### config.mk
export PLATFORM = sky130hd
export DESIGN_NAME = lscd_mul
export DESIGN_NICKNAME = d
export VERILOG_FILES = /design/src/rtl/least_squares_coordinate_descent_unit_defines.svh /design/src/rtl/lscd_pkg.sv /design/src/rtl/lscd_mul.sv
export SDC_FILE = /design/constraint.sdc
export NUM_CORES = 2
export LEC_CHECK = 0
export BUFFER_PORTS_ARGS = -buffer_cell sky130_fd_sc_hd__buf_4
export CELL_PAD_IN_SITES_DETAIL_PLACEMENT = 1
export CELL_PAD_IN_SITES_GLOBAL_PLACEMENT = 2
export CORE_UTILIZATION = 37
export CTS_BUF_LIST = sky130_fd_sc_hd__clkbuf_8
export DETAILED_ROUTE_END_ITERATION = 7
export GPL_ROUTABILITY_DRIVEN = 0
export PLACE_DENSITY_LB_ADDON = 0.2
export SYNTH_ARGS = -nofsm -noshare
export SYNTH_HDL_FRONTEND = slang
export SYNTH_SLANG_ARGS = --single-unit
### constraint.sdc
create_clock -name clk_i -period 9.4 [get_ports clk_i]
set_clock_uncertainty 0.2 [all_clocks]
set_input_delay 0.94 -clock clk_i [delete_from_list [all_inputs] [get_ports clk_i]]
set_output_delay 0.94 -clock clk_i [all_outputs]
set_load 0.02 [all_outputs]
### src/rtl/least_squares_coordinate_descent_unit_defines.svh
// ----------------------------------------------------------------------------
// least squares coordinate descent unit: assertion macros
// shared concurrent check forms used by the rtl files
// ----------------------------------------------------------------------------
`ifndef LEAST_SQUARES_COORDINATE_DESCENT_UNIT_DEFINES_SVH
`define LEAST_SQUARES_COORDINATE_DESCENT_UNIT_DEFINES_SVH

// check that is switched off while reset is held
`define LSCD_ASSERT(lbl, clk, rstn, prop) \
  lbl: assert property (@(posedge clk) disable iff (!rstn) prop) \
    else $error("lscd check failed");

// check that also holds while reset is held
`define LSCD_ASSERT_RST(lbl, clk, prop) \
  lbl: assert property (@(posedge clk) prop) else $error("lscd reset check failed");

`endif

### src/rtl/lscd_pkg.sv
// ----------------------------------------------------------------------------
// lscd_pkg
// types, codes and saturating helpers of the coordinate descent unit
// ----------------------------------------------------------------------------
`default_nettype none

package lscd_pkg;

  localparam int unsigned SWEEP_LIMIT = 48;

  // input operations
  typedef enum logic [1:0] {
    OP_LOAD_FEATURE = 2'd0,
    OP_LOAD_LABEL   = 2'd1,
    OP_RUN          = 2'd2
  } op_e;

  // configuration register indexes
  typedef enum logic [1:0] {
    REG_POINT_COUNT     = 2'd0,
    REG_DIM_COUNT       = 2'd1,
    REG_ITERATION_COUNT = 2'd2
  } cfg_reg_e;

  // product shift back to q32.32
  typedef enum logic [1:0] {
    SH_0  = 2'd0,
    SH_16 = 2'd1,
    SH_32 = 2'd2
  } shift_e;

  typedef enum logic [4:0] {
    S_IDLE,
    S_CLR,
    S_N_RD,
    S_N_MUL,
    S_N_W,
    S_DIM,
    S_NUM_RD,
    S_NUM_M1,
    S_NUM_W1,
    S_NUM_M2,
    S_NUM_W2,
    S_DIV_GO,
    S_DIV_W,
    S_UPD_RD,
    S_UPD_M,
    S_UPD_W,
    S_LOSS_RD,
    S_LOSS_M,
    S_LOSS_W,
    S_OUT_LOSS,
    S_OUT_W
  } state_e;

  typedef struct packed {
    logic   start;
    shift_e shift;
  } mul_ctl_t;

  typedef struct packed {
    logic busy;
    logic done;
  } unit_sts_t;

  function automatic logic [63:0] mag(input logic signed [63:0] x);
    return x[63] ? (64'd0 - 64'(x)) : 64'(x);
  endfunction

  function automatic logic signed [63:0] sat_add(input logic signed [63:0] a,
                                                 input logic signed [63:0] b);
    logic signed [64:0] s;
    s = {a[63], a} + {b[63], b};
    if (s[64] != s[63]) begin
      return s[64] ? {1'b1, 63'd0} : {1'b0, {63{1'b1}}};
    end
    return s[63:0];
  endfunction

  function automatic logic signed [63:0] sat_sub(input logic signed [63:0] a,
                                                 input logic signed [63:0] b);
    logic signed [64:0] s;
    s = {a[63], a} - {b[63], b};
    if (s[64] != s[63]) begin
      return s[64] ? {1'b1, 63'd0} : {1'b0, {63{1'b1}}};
    end
    return s[63:0];
  endfunction

endpackage

`default_nettype wire

### src/rtl/lscd_mul.sv
// ----------------------------------------------------------------------------
// lscd_mul
// shared saturating multiplier: 64x64 magnitude product from four 32x32
// partial products, shifted back and saturated to 64 bits
// ----------------------------------------------------------------------------
`default_nettype none

module lscd_mul (
  input  wire logic                clk_i,
  input  wire logic                rst_ni,
  input  wire lscd_pkg::mul_ctl_t  ctl_i,
  input  wire logic signed [63:0]  x_i,
  input  wire logic signed [63:0]  y_i,
  output lscd_pkg::unit_sts_t      sts_o,
  output logic signed [63:0]       res_o
);

  logic [63:0]       a_q, b_q;
  logic              neg_q;
  lscd_pkg::shift_e  sh_q;
  logic [2:0]        cnt_q;
  logic              busy_q, done_q;
  logic [63:0]       pp_q;
  logic [127:0]      acc_q;
  logic signed [63:0] res_q;

  logic [31:0]  a_half, b_half;
  logic [127:0] pp_ext;
  logic [127:0] shifted;
  logic         over;
  logic [63:0]  r;
  logic signed [63:0] fin;

  // partial product operand select
  assign a_half = cnt_q[1] ? a_q[63:32] : a_q[31:0];
  assign b_half = cnt_q[0] ? b_q[63:32] : b_q[31:0];

  // alignment of the partial product taken last cycle
  always_comb begin
    unique case (cnt_q)
      3'd2, 3'd3: pp_ext = {32'd0, pp_q, 32'd0};
      3'd4:       pp_ext = {pp_q, 64'd0};
      default:    pp_ext = {64'd0, pp_q};
    endcase
  end

  // shift back, truncate toward zero, saturate
  always_comb begin
    unique case (sh_q)
      lscd_pkg::SH_16: shifted = acc_q >> 16;
      lscd_pkg::SH_32: shifted = acc_q >> 32;
      default:         shifted = acc_q;
    endcase
    over = shifted[127:64] != 64'd0;
    r    = shifted[63:0];
    if (neg_q) begin
      if (over || r[63]) begin
        fin = {1'b1, 63'd0};
      end else begin
        fin = -$signed(r);
      end
    end else begin
      if (over || r[63]) begin
        fin = {1'b0, {63{1'b1}}};
      end else begin
        fin = $signed(r);
      end
    end
  end

  // control
  always_ff @(posedge clk_i or negedge rst_ni) begin
    if (!rst_ni) begin
      busy_q <= 1'b0;
      done_q <= 1'b0;
      cnt_q  <= '0;
    end else begin
      done_q <= 1'b0;
      if (ctl_i.start) begin
        busy_q <= 1'b1;
        cnt_q  <= '0;
      end else if (busy_q) begin
        cnt_q <= cnt_q + 3'd1;
        if (cnt_q == 3'd5) begin
          busy_q <= 1'b0;
          done_q <= 1'b1;
        end
      end
    end
  end

  // datapath
  always_ff @(posedge clk_i) begin
    if (ctl_i.start) begin
      a_q   <= lscd_pkg::mag(x_i);
      b_q   <= lscd_pkg::mag(y_i);
      neg_q <= x_i[63] ^ y_i[63];
      sh_q  <= ctl_i.shift;
      acc_q <= '0;
    end else if (busy_q) begin
      if (cnt_q < 3'd4) begin
        pp_q <= a_half * b_half;
      end
      if (cnt_q >= 3'd1 && cnt_q <= 3'd4) begin
        acc_q <= acc_q + pp_ext;
      end
      if (cnt_q == 3'd5) begin
        res_q <= fin;
      end
    end
  end

  assign sts_o = '{busy: busy_q, done: done_q};
  assign res_o = res_q;

endmodule

`default_nettype wire

==> metrics.yaml <==
outcome: "completed"
initialDrtViolationCount: 3684
synthSimpleGateAreaFrac_pct: 16.53
detail_route.first_pass.iterations: 8
ys.flop_type: "edfxtp_1"
viasPerCell: 5.544
syn-num-nets: 8508
finalCritPeriodShare_pct: 97.27
synth_compound_area_share_pct: 13.34
first_global_vias: 56040
wl_met2_um: 112300
cts.sinks: 392
synth_warnings: 0
crit_required_ns: 9.75
fin_ws_ns: 0.2563
yosysTopAreaCell: "fa_1"
cp.arrival_ns: 9.50
hp-class: "in2reg"
worstSetupPathType: "reg2reg"
grt_remaining_overflow: 0
instances_no_fill: 9437
routed_wl_um: 245200
synthToLayoutAreaGrowth_pct: 11.57
timing.rr.start: "cnt_q[1]"
numCtsBuffers: 79
avgSynthCellArea_um2: 8.587
worstHoldPathCells: 1
clock.fmax_mhz: 109.4
whs_ns: 0.08727
start_kind: "flop"
pre_cts_ws_ns: -0.2483
antenna_left: 0
cts-root-buf: "clkbuf_8"
rsz0062_at_grt: "no"
worstSetupEndpoint: "pp_q[60]"
antenna_found_initial: 10
synth_seq_cells: 392
end_kind: "flop"
routed-via-count: 52320
core_region_area_um2: 163000
rows: 148
hold_viol: 0
synth_adder_area_share_pct: 37.78
synthArstFlopShare_pct: 1.276
htree_levels: 3
synth_top_area_share_pct: 29.55
clock_latency_ns: 0.84
dpl.hpwl_um: 201800
port_buffers: 198
period_needed_ns: 9.144
die_x_um: 407.3
grt_usage_pct: 29.15
max_slew_margin_pct: 18.34
worst_pin_slew_ns: 1.194
placed_cells: 9275
fin_nets: 8625
utilization_pct: 41.61
yosysMostFrequentCell: "nand2_1"
setup_viol: 0
layout-drive-gt1-share_pct: 10.04
die_area_um2: 165900
cap_viol_max_count: 0
crit_fanout: 21
ys_types: 80
r2r-end: "pp_q[60]"
cts_tree: "built"
io_pins: 199
slew_viol_final: 0
initial_core_util_pct: 37.30
grt_max_degree: 75
synth_edf_count: 259
synth_cells: 7078
yosys-top-cells-count: "969 x nand2_1, 934 x inv_1, 897 x fa_1, 810 x nor2_1, 400 x ha_1"
synth_seq_area_share_pct: 17.22
synth_xor_area_share_pct: 4.597
drcViolationCount: 0
dr.max_layer_used: "met5"
wl_per_cell_um: 25.98
crit_start: "cnt_q[1]"
regToRegSetupSlack_ns: 0.26
synth_mux_area_share_pct: 2.392
yosys-top-cells-area: "fa_1 30%, edfxtp_1 13%, ha_1 8.2%"
wl_met3_um: 15020
grt_pass1_wl_um: 362500
clockBufferDepth: 3
reg2reg_depth: 27
synth_top_family_by_area: "adder cells"
netlist_area_um2: 60780
wl_met1_um: 103400
die_height_um: 407.3
path_clk_slew_ns: 0.06
-- sequential cells by signal, indices dropped and copies added, names as in the netlist --
| name | cells |
|---|---|
| acc_q | 128 |
| b_q | 64 |
| pp_q | 64 |
| a_q | 64 |
| neg_q | 1 |
| busy_q | 1 |
| sh_q | 2 |
| done_q | 1 |
| res_o | 64 |
| cnt_q | 3 |
-- worst max-delay path, cell delays in order, from the launching register on --
cell	delay, ns
dfrtp_4	0.58
buf_12	0.21
mux2_2	0.63
nand2_1	0.18
fa_1	0.80
inv_1	0.10
fa_1	0.39
fa_1	0.56
inv_1	0.07
fa_1	0.47
inv_1	0.04
ha_1	0.28
ha_1	0.30
fa_1	0.49
inv_1	0.05
fa_1	0.48
inv_1	0.04
ha_1	0.40
o21a_1	0.17
o21bai_1	0.06
a221o_1	0.33
a21oi_1	0.43
a21oi_1	0.24
a41oi_1	0.42
a31oi_1	0.25
o21ai_0	0.39
a31oi_1	0.17
xnor2_1	0.15
-- how the worst min path moves through the flow --
| stage | startpoint | end | slack (ns) |
|---|---|---|---|
| final | ctl_i[0] | sh_q[0] | 0.09 |
| after global routing | ctl_i[0] | sh_q[0] | 0.07 |
| after CTS | ctl_i[0] | sh_q[0] | 0.02 |
| after detailed placement | acc_q[118] | acc_q[118] | 0.28 |
| after global placement | acc_q[98] | acc_q[98] | 0.26 |
| after floorplan | acc_q[15] | acc_q[15] | 0.25 |
-- routing by layer --
| layer | global-route usage (%) | vias up |
|---|---|---|
| li1 | - | 23470 |
| met1 | 37.62 | 26590 |
| met2 | 47.40 | 1727 |
| met3 | 4.486 | 528 |
| met4 | 14.68 | 8 |
| met5 | 0 | - |
-- cell type report --
class                           count  area (µm²)
Clock inverter                     62       594.3
Tap cell                         2175        2721
Timing Repair Buffer              415        3605
Multi-Input combinational cell   5372       45740
Inverter                          935        3510
Clock buffer                       84        1156
Antenna cell                        2       5.005
Sequential cell                   392       10470
Fill cell                       19200       95150
-- stage by stage --
step / TNS [ns] / cell area, µm²
finish: 0 / 67810
global route: 0 / 67800
CTS: 0 / 67650
detailed placement: -0.3527 / 65880
global placement: -0.2789 / 65880
floorplan: 0 / 60780
-- placed cells by master (no fill, tap or decap), types with 52 or more instances in the layout --
cell type / synthesis / final
buf_4: 2 / 374
xnor2_1: 233 / 233
nand3_1: 95 / 95
inv_1: 934 / 947
o21bai_1: 54 / 54
clkbuf_8: 0 / 84
nor2_1: 810 / 807
and3_1: 92 / 92
a21o_1: 135 / 134
mux2_2: 66 / 64
a21oi_1: 390 / 389
xor2_1: 86 / 86
o31ai_1: 52 / 52
edfxtp_1: 259 / 259
nand4_1: 78 / 78
ha_1: 400 / 398
nor3_1: 65 / 65
fa_1: 897 / 897
o21ai_0: 325 / 325
dfxtp_1: 128 / 128
nand2_1: 969 / 966
-- cell families after synthesis --
| group | after synthesis |
|---|---|
| and+or+nand+nor | 2334 |
| buffers and inverters | 1314 |
| adders and majority gates | 1297 |
| AOI/OAI and AO/OA | 1285 |
| DFF | 392 |
| xor gates and xnor gates | 319 |
| muxes | 137 |
-- what timing repair did --
| action | in CTS | in global routing |
|---|---|---|
| hold endpoints to repair | 5 | 0 |
| setup endpoints to repair | 2 | 8 |
| setup buffers | 0 | 13 |
| hold buffers | 1 | 0 |
| gates resized for setup | 1 | 6 |
Power is not shown: default switching activity piles up to over one toggle a cycle in this logic, so the estimate is an artifact.
