<file path="src/rtl/least_squares_coordinate_descent_unit_defines.svh">
// ----------------------------------------------------------------------------
// least squares coordinate descent unit: assertion macros
// shared concurrent check forms used by the rtl files
// ----------------------------------------------------------------------------
`ifndef LEAST_SQUARES_COORDINATE_DESCENT_UNIT_DEFINES_SVH
`define LEAST_SQUARES_COORDINATE_DESCENT_UNIT_DEFINES_SVH

// check that is switched off while reset is held
`define LSCD_ASSERT(lbl, clk, rstn, prop) \
  lbl: assert property (@(posedge clk) disable iff (!rstn) prop) \
    else $error("lscd check failed");

// check that also holds while reset is held
`define LSCD_ASSERT_RST(lbl, clk, prop) \
  lbl: assert property (@(posedge clk) prop) else $error("lscd reset check failed");

`endif

</file>
<file path="src/rtl/lscd_pkg.sv">
// ----------------------------------------------------------------------------
// lscd_pkg
// types, codes and saturating helpers of the coordinate descent unit
// ----------------------------------------------------------------------------
`default_nettype none

package lscd_pkg;

  localparam int unsigned SWEEP_LIMIT = 48;

  // input operations
  typedef enum logic [1:0] {
    OP_LOAD_FEATURE = 2'd0,
    OP_LOAD_LABEL   = 2'd1,
    OP_RUN          = 2'd2
  } op_e;

  // configuration register indexes
  typedef enum logic [1:0] {
    REG_POINT_COUNT     = 2'd0,
    REG_DIM_COUNT       = 2'd1,
    REG_ITERATION_COUNT = 2'd2
  } cfg_reg_e;

  // product shift back to q32.32
  typedef enum logic [1:0] {
    SH_0  = 2'd0,
    SH_16 = 2'd1,
    SH_32 = 2'd2
  } shift_e;

  typedef enum logic [4:0] {
    S_IDLE,
    S_CLR,
    S_N_RD,
    S_N_MUL,
    S_N_W,
    S_DIM,
    S_NUM_RD,
    S_NUM_M1,
    S_NUM_W1,
    S_NUM_M2,
    S_NUM_W2,
    S_DIV_GO,
    S_DIV_W,
    S_UPD_RD,
    S_UPD_M,
    S_UPD_W,
    S_LOSS_RD,
    S_LOSS_M,
    S_LOSS_W,
    S_OUT_LOSS,
    S_OUT_W
  } state_e;

  typedef struct packed {
    logic   start;
    shift_e shift;
  } mul_ctl_t;

  typedef struct packed {
    logic busy;
    logic done;
  } unit_sts_t;

  function automatic logic [63:0] mag(input logic signed [63:0] x);
    return x[63] ? (64'd0 - 64'(x)) : 64'(x);
  endfunction

  function automatic logic signed [63:0] sat_add(input logic signed [63:0] a,
                                                 input logic signed [63:0] b);
    logic signed [64:0] s;
    s = {a[63], a} + {b[63], b};
    if (s[64] != s[63]) begin
      return s[64] ? {1'b1, 63'd0} : {1'b0, {63{1'b1}}};
    end
    return s[63:0];
  endfunction

  function automatic logic signed [63:0] sat_sub(input logic signed [63:0] a,
                                                 input logic signed [63:0] b);
    logic signed [64:0] s;
    s = {a[63], a} - {b[63], b};
    if (s[64] != s[63]) begin
      return s[64] ? {1'b1, 63'd0} : {1'b0, {63{1'b1}}};
    end
    return s[63:0];
  endfunction

endpackage

`default_nettype wire

</file>
<file path="src/rtl/lscd_div.sv">
// ----------------------------------------------------------------------------
// lscd_div
// bit-serial restoring divider: q32.32 over q32.32 to a saturated q16.16
// weight, rounded toward zero, one quotient bit a cycle
// ----------------------------------------------------------------------------
`default_nettype none

module lscd_div #(
  parameter int unsigned VALUE_WIDTH = 32
) (
  input  wire logic                          clk_i,
  input  wire logic                          rst_ni,
  input  wire logic                          start_i,
  input  wire logic signed [63:0]            num_i,
  input  wire logic signed [63:0]            den_i,
  output lscd_pkg::unit_sts_t                sts_o,
  output logic signed [VALUE_WIDTH-1:0]      quot_o
);

  localparam int unsigned QW = 80;
  localparam logic [QW-1:0] LIM = (QW'(1) << (VALUE_WIDTH - 1)) - QW'(1);

  logic [6:0]     cnt_q;
  logic           busy_q, done_q;
  logic [63:0]    rem_q, den_q;
  logic [QW-1:0]  dvd_q;
  logic           neg_q;
  logic signed [VALUE_WIDTH-1:0] quot_q;

  logic [64:0]    rem_sh, rem_sub;
  logic           ge;
  logic [QW-1:0]  qc;
  logic [QW-1:0]  q_fin;

  // one restoring step
  assign rem_sh  = {rem_q, dvd_q[QW-1]};
  assign rem_sub = rem_sh - {1'b0, den_q};
  assign ge      = rem_sh >= {1'b0, den_q};

  // saturate to the weight range
  always_comb begin
    qc = (dvd_q > LIM + QW'(1)) ? LIM + QW'(1) : dvd_q;
    if (neg_q) begin
      q_fin = QW'(0) - qc;
    end else begin
      q_fin = (qc > LIM) ? LIM : qc;
    end
  end

  always_ff @(posedge clk_i or negedge rst_ni) begin
    if (!rst_ni) begin
      busy_q <= 1'b0;
      done_q <= 1'b0;
      cnt_q  <= '0;
    end else begin
      done_q <= 1'b0;
      if (start_i) begin
        busy_q <= 1'b1;
        cnt_q  <= '0;
      end else if (busy_q) begin
        cnt_q <= cnt_q + 7'd1;
        if (cnt_q == 7'(QW)) begin
          busy_q <= 1'b0;
          done_q <= 1'b1;
        end
      end
    end
  end

  always_ff @(posedge clk_i) begin
    if (start_i) begin
      rem_q <= '0;
      den_q <= 64'(den_i);
      dvd_q <= {lscd_pkg::mag(num_i), 16'd0};
      neg_q <= num_i[63];
    end else if (busy_q) begin
      if (cnt_q < 7'(QW)) begin
        rem_q <= ge ? rem_sub[63:0] : rem_sh[63:0];
        dvd_q <= {dvd_q[QW-2:0], ge};
      end else begin
        quot_q <= $signed(q_fin[VALUE_WIDTH-1:0]);
      end
    end
  end

  assign sts_o  = '{busy: busy_q, done: done_q};
  assign quot_o = quot_q;

endmodule

`default_nettype wire

</file>
<file path="config.mk">
export PLATFORM = sky130hd
export DESIGN_NAME = lscd_div
export DESIGN_NICKNAME = d
export VERILOG_FILES = /design/src/rtl/least_squares_coordinate_descent_unit_defines.svh /design/src/rtl/lscd_pkg.sv /design/src/rtl/lscd_div.sv
export SDC_FILE = /design/constraint.sdc
export NUM_CORES = 1
export LEC_CHECK = 0
export BUFFER_PORTS_ARGS = -buffer_cell sky130_fd_sc_hd__buf_2
export CORE_MARGIN = 4
export CORE_UTILIZATION = 52
export CTS_BUF_LIST = sky130_fd_sc_hd__clkbuf_4 sky130_fd_sc_hd__clkbuf_8
export DETAILED_ROUTE_END_ITERATION = 16
export PLACE_DENSITY = 0.71
export SETUP_SLACK_MARGIN = 0.2
export SLEW_MARGIN = 10
export SYNTH_ARGS = -nofsm -noshare
export SYNTH_HDL_FRONTEND = slang
export SYNTH_SLANG_ARGS = --single-unit
</file>
<file path="constraint.sdc">
create_clock -name clk_i -period 3.9 [get_ports clk_i]
set_input_delay 0.39 -clock clk_i [delete_from_list [all_inputs] [get_ports clk_i]]
set_output_delay 0.39 -clock clk_i [all_outputs]
set_load 0.05 [all_outputs]
</file>
==> summary.md <==
| Metric | Value |
|---|---|
| Status | `finished clean` |
| Hold Crit Start | `den_i[1]` |
| Core area | `30510 um2` |
| Synthesized net count | `1997` |
| H-tree depth | `2` |
| First-pass GRT wire length | `66420 um` |
| Total power | `10620 uW` |
| Register share of total power | `0.337` |
| Endpoints failing setup | `0` |
| DR iter-0 viols | `1177` |
| Reg2reg path depth | `13` |
| Critical R2R Launch | `den_q[0]$_DFFE_PP_` |
| Met3 wire len | `2302 um` |
| Largest net degree at the start of global routing | `88` |
| Sequential-to-total area share from yosys stat | `0.4155` |
| Worst-Skew Late Latency | `0.57 ns` |
| Routed WL | `40470 um` |
| Crit Path Max Fanout | `3` |
| Die Footprint | `33710 um2` |
| Fin crit period | `3.527 ns` |
| Area delta synth->final | `17.61%` |
| Critical Path RT | `4.34 ns` |
| Cell Int Power | `6681 uW` |
| Fraction of registers with async set/reset | `0.03600` |
| Post-synthesis compound-gate area fraction | `0.2159` |
| Die X | `183.6 um` |
| Routability cong. | `0.9419` |
| Post-synthesis mux area share | `0.01155` |
| Fin Setup TNS | `0 ns` |
| VDD IR max | `0.4453 mV` |
| CTS buffer count | `44` |
| Antenna-violating nets left | `0` |
| Unrepaired setup endpoints after global routing | `yes` |
| Slew headroom | `0.4070` |
| Hold endpoint | `den_q[1]$_DFFE_PP_` |
| Final Net Count | `2185` |
| Adder-cell area share of the yosys netlist | `0.05432` |
| Clock share of power | `0.255` |
| 1st-pass router iterations | `7` |
| Initial Util | `0.5255` |
| Number of synthesized flops with an enable pin | `161` |
| R2R Path End | `rem_q[62]$_SDFFE_PP0P_` |
| F_max | `283.5 MHz` |
| Psw | `3937 uW` |
| GRT Util Overall | `0.2334` |
| Final Hold Vio Count | `0` |
| Crit start category | `flop` |
| Synth Cell Area | `16030 um2` |
| Largest family of logic cells by synthesized area | `compound AO/OA/AOI/OAI gates` |
| Yosys cell types | `75` |
| Top_reg_cell synth | `edfxtp_1` |
| Clock buffer depth | `3` |
| Tcrit/Tclk final | `0.9044` |
| Aggregate global routing overflow | `0` |
| #FFs+latches synth | `250` |
| Clock transition at path regs | `0.07 ns` |
| Vias in the first global route | `13377` |
| Crit path DAT | `3.97 ns` |
| Setup WS post-layout | `0.3730 ns` |
| Critical path capture point type | `flop` |
| Post-DR wirelength/cell | `16.74 um` |
| Synth Warn # | `0` |
| M1 WL | `18620 um` |
| Hold Path Depth | `1` |
| FF-to-FF setup slack | `0.37 ns` |
| I/O pin total | `165` |
| Residual DRC | `0` |
| Slew @ Worst Pin | `0.8895 ns` |
| CP Launch Point | `den_q[0]$_DFFE_PP_` |
| Vias | `14161` |
| Clk root buf | `clkbuf_8` |
| Initial antenna violation count | `1` |
| DP HPWL | `28810 um` |
| Filler instances | `2615` |
| Avg Cell Area, Syn | `8.922 um2` |
| Layout cell share with drive strength beyond 1 | `0.1633` |
| Clk_skew | `0.03446 ns` |
| Row cnt | `64` |
| Switching share of total power | `0.3707` |
| Maxcap violations | `0` |
| Leakage | `0.007849 uW` |
| Worst hold slack | `0.02985 ns` |
| CTS tree | `done` |
| Vias per cell | `5.856` |
| Cell Pwr Density | `563.1 nW/um2` |
| Met2 wire length | `18680 um` |
| Commonest non-fill, non-tap cell in the layout | `nand2_1` |
| Mapped Cells | `1797` |
| # port buffers | `164` |
| Worst Hold Class | `input port to flop` |
| Simple-Gate Fraction of Synth Area | `0.1825` |
| Comb pwr share | `0.408` |
| Place WS | `0.1365 ns` |
| Clk sink count | `250` |
| Synth Area in XOR/XNOR | `0.07102` |
| Die extent in y | `183.6 um` |
| Setup CP Type | `flop to flop` |
| Slew Viols, Final | `0` |
| Most frequent cells in the layout | `nand2_1 (185), buf_2 (163), edfxtp_1 (161)` |
| Top layer in use | `met4` |
[routing by layer]
metal / global-route usage / up-vias
met5: 0 / -
met4: 0.06466 / 0
met3: 0.03245 / 76
met2: 0.3752 / 446
met1: 0.3325 / 6655
li1: - / 6984
[worst max-delay path, stage by stage (launching register included)]
cell and delay, ns:
edfxtp_1 0.44, ha_1 0.26, fa_1 0.41, nand2b_1 0.20
a21oi_2 0.19, o2111ai_2 0.20, a211oi_2 0.37, buf_4 0.18
nor2_1 0.05, o2111ai_1 0.19, and2_1 0.18, a41oi_1 0.16
mux2_2 0.30, a221oi_1 0.29
[Yosys cell counts (34+ instances only)]
master | instances | area [um2]
ha_1 | 68 | 850.8
a22o_1 | 54 | 473.0
clkbuf_1 | 93 | 349.1
xor2_1 | 41 | 359.1
nand2_1 | 186 | 698.2
o21ai_0 | 98 | 490.5
dfxtp_1 | 80 | 1602
inv_1 | 95 | 356.6
a211oi_1 | 54 | 405.4
nor2_1 | 154 | 578.1
xnor2_1 | 89 | 779.5
edfxtp_1 | 161 | 4835
nand4_1 | 34 | 212.7
a21oi_1 | 126 | 630.6
nor3_1 | 59 | 295.3
[cells by family (layout without fill, tap and decap cells)]
group,Yosys count,count (layout)
mux,18,18
flops,250,250
compound gates,520,520
fa+ha+maj,69,69
xor+xnor,130,130
buf+inv,205,429
simple gates,605,605
other cells,0,1
[cell type report]
class / count / area (um2) / share of cell area
well taps: 396 / 495.5 / 0.02628
inverters: 95 / 356.6 / 0.01891
clock buffers: 66 / 802.0 / 0.04253
clock inverters: 16 / 200.2 / 0.01062
diodes: 1 / 2.502 / 0.0001327
flip-flops and latches: 250 / 6661 / 0.3533
multi-input cells: 1342 / 8686 / 0.4606
repair buffers: 252 / 1653 / 0.08765
[per-stage QoR]
stage	util	cell area, um2	cells
5_1_grt	0.6181	18860	2418
4_1_cts	0.6155	18780	2417
3_3_place_gp	0.5641	17210	2279
2_1_floorplan	-	16030	1797
6_report	0.6181	18860	2418
3_5_place_dp	0.5641	17210	2279
[flip-flops by register name, indices dropped and copies added, names as in the netlist]
register and cells:
busy_q 1, cnt_q 7, den_q 64, done_q 1
dvd_q 80, neg_q 1, quot_o 32, rem_q 64
[power groups by stage]
stage / combinational, uW / clock (uW) / sequential, uW
after floorplan: 3240 / 0 / 3520
after global placement: 4100 / 0 / 3600
after detailed placement: 4160 / 0 / 3620
after CTS: 4240 / 2780 / 3570
after global routing: 4830 / 2910 / 3620
final: 4340 / 2710 / 3570
[what timing repair did]
action,CTS,global route
hold endpoints to repair,64,0
gates resized for setup,2,21
hold buffers,56,0
setup buffers,0,0
pin swaps,0,2
endpoints found under the setup margin,2,63
[worst max-delay path by stage]
stage | endpoint | slack (ns)
after floorplan | quot_o[16]$_DFFE_PP_ | 0.25
after global placement | rem_q[34]$_SDFFE_PP0P_ | 0.25
after detailed placement | rem_q[61]$_SDFFE_PP0P_ | 0.14
after CTS | rem_q[34]$_SDFFE_PP0P_ | 0.21
after global routing | rem_q[48]$_SDFFE_PP0P_ | 0.18
final | rem_q[62]$_SDFFE_PP0P_ | 0.37
Power figures use the tool's default switching activity.
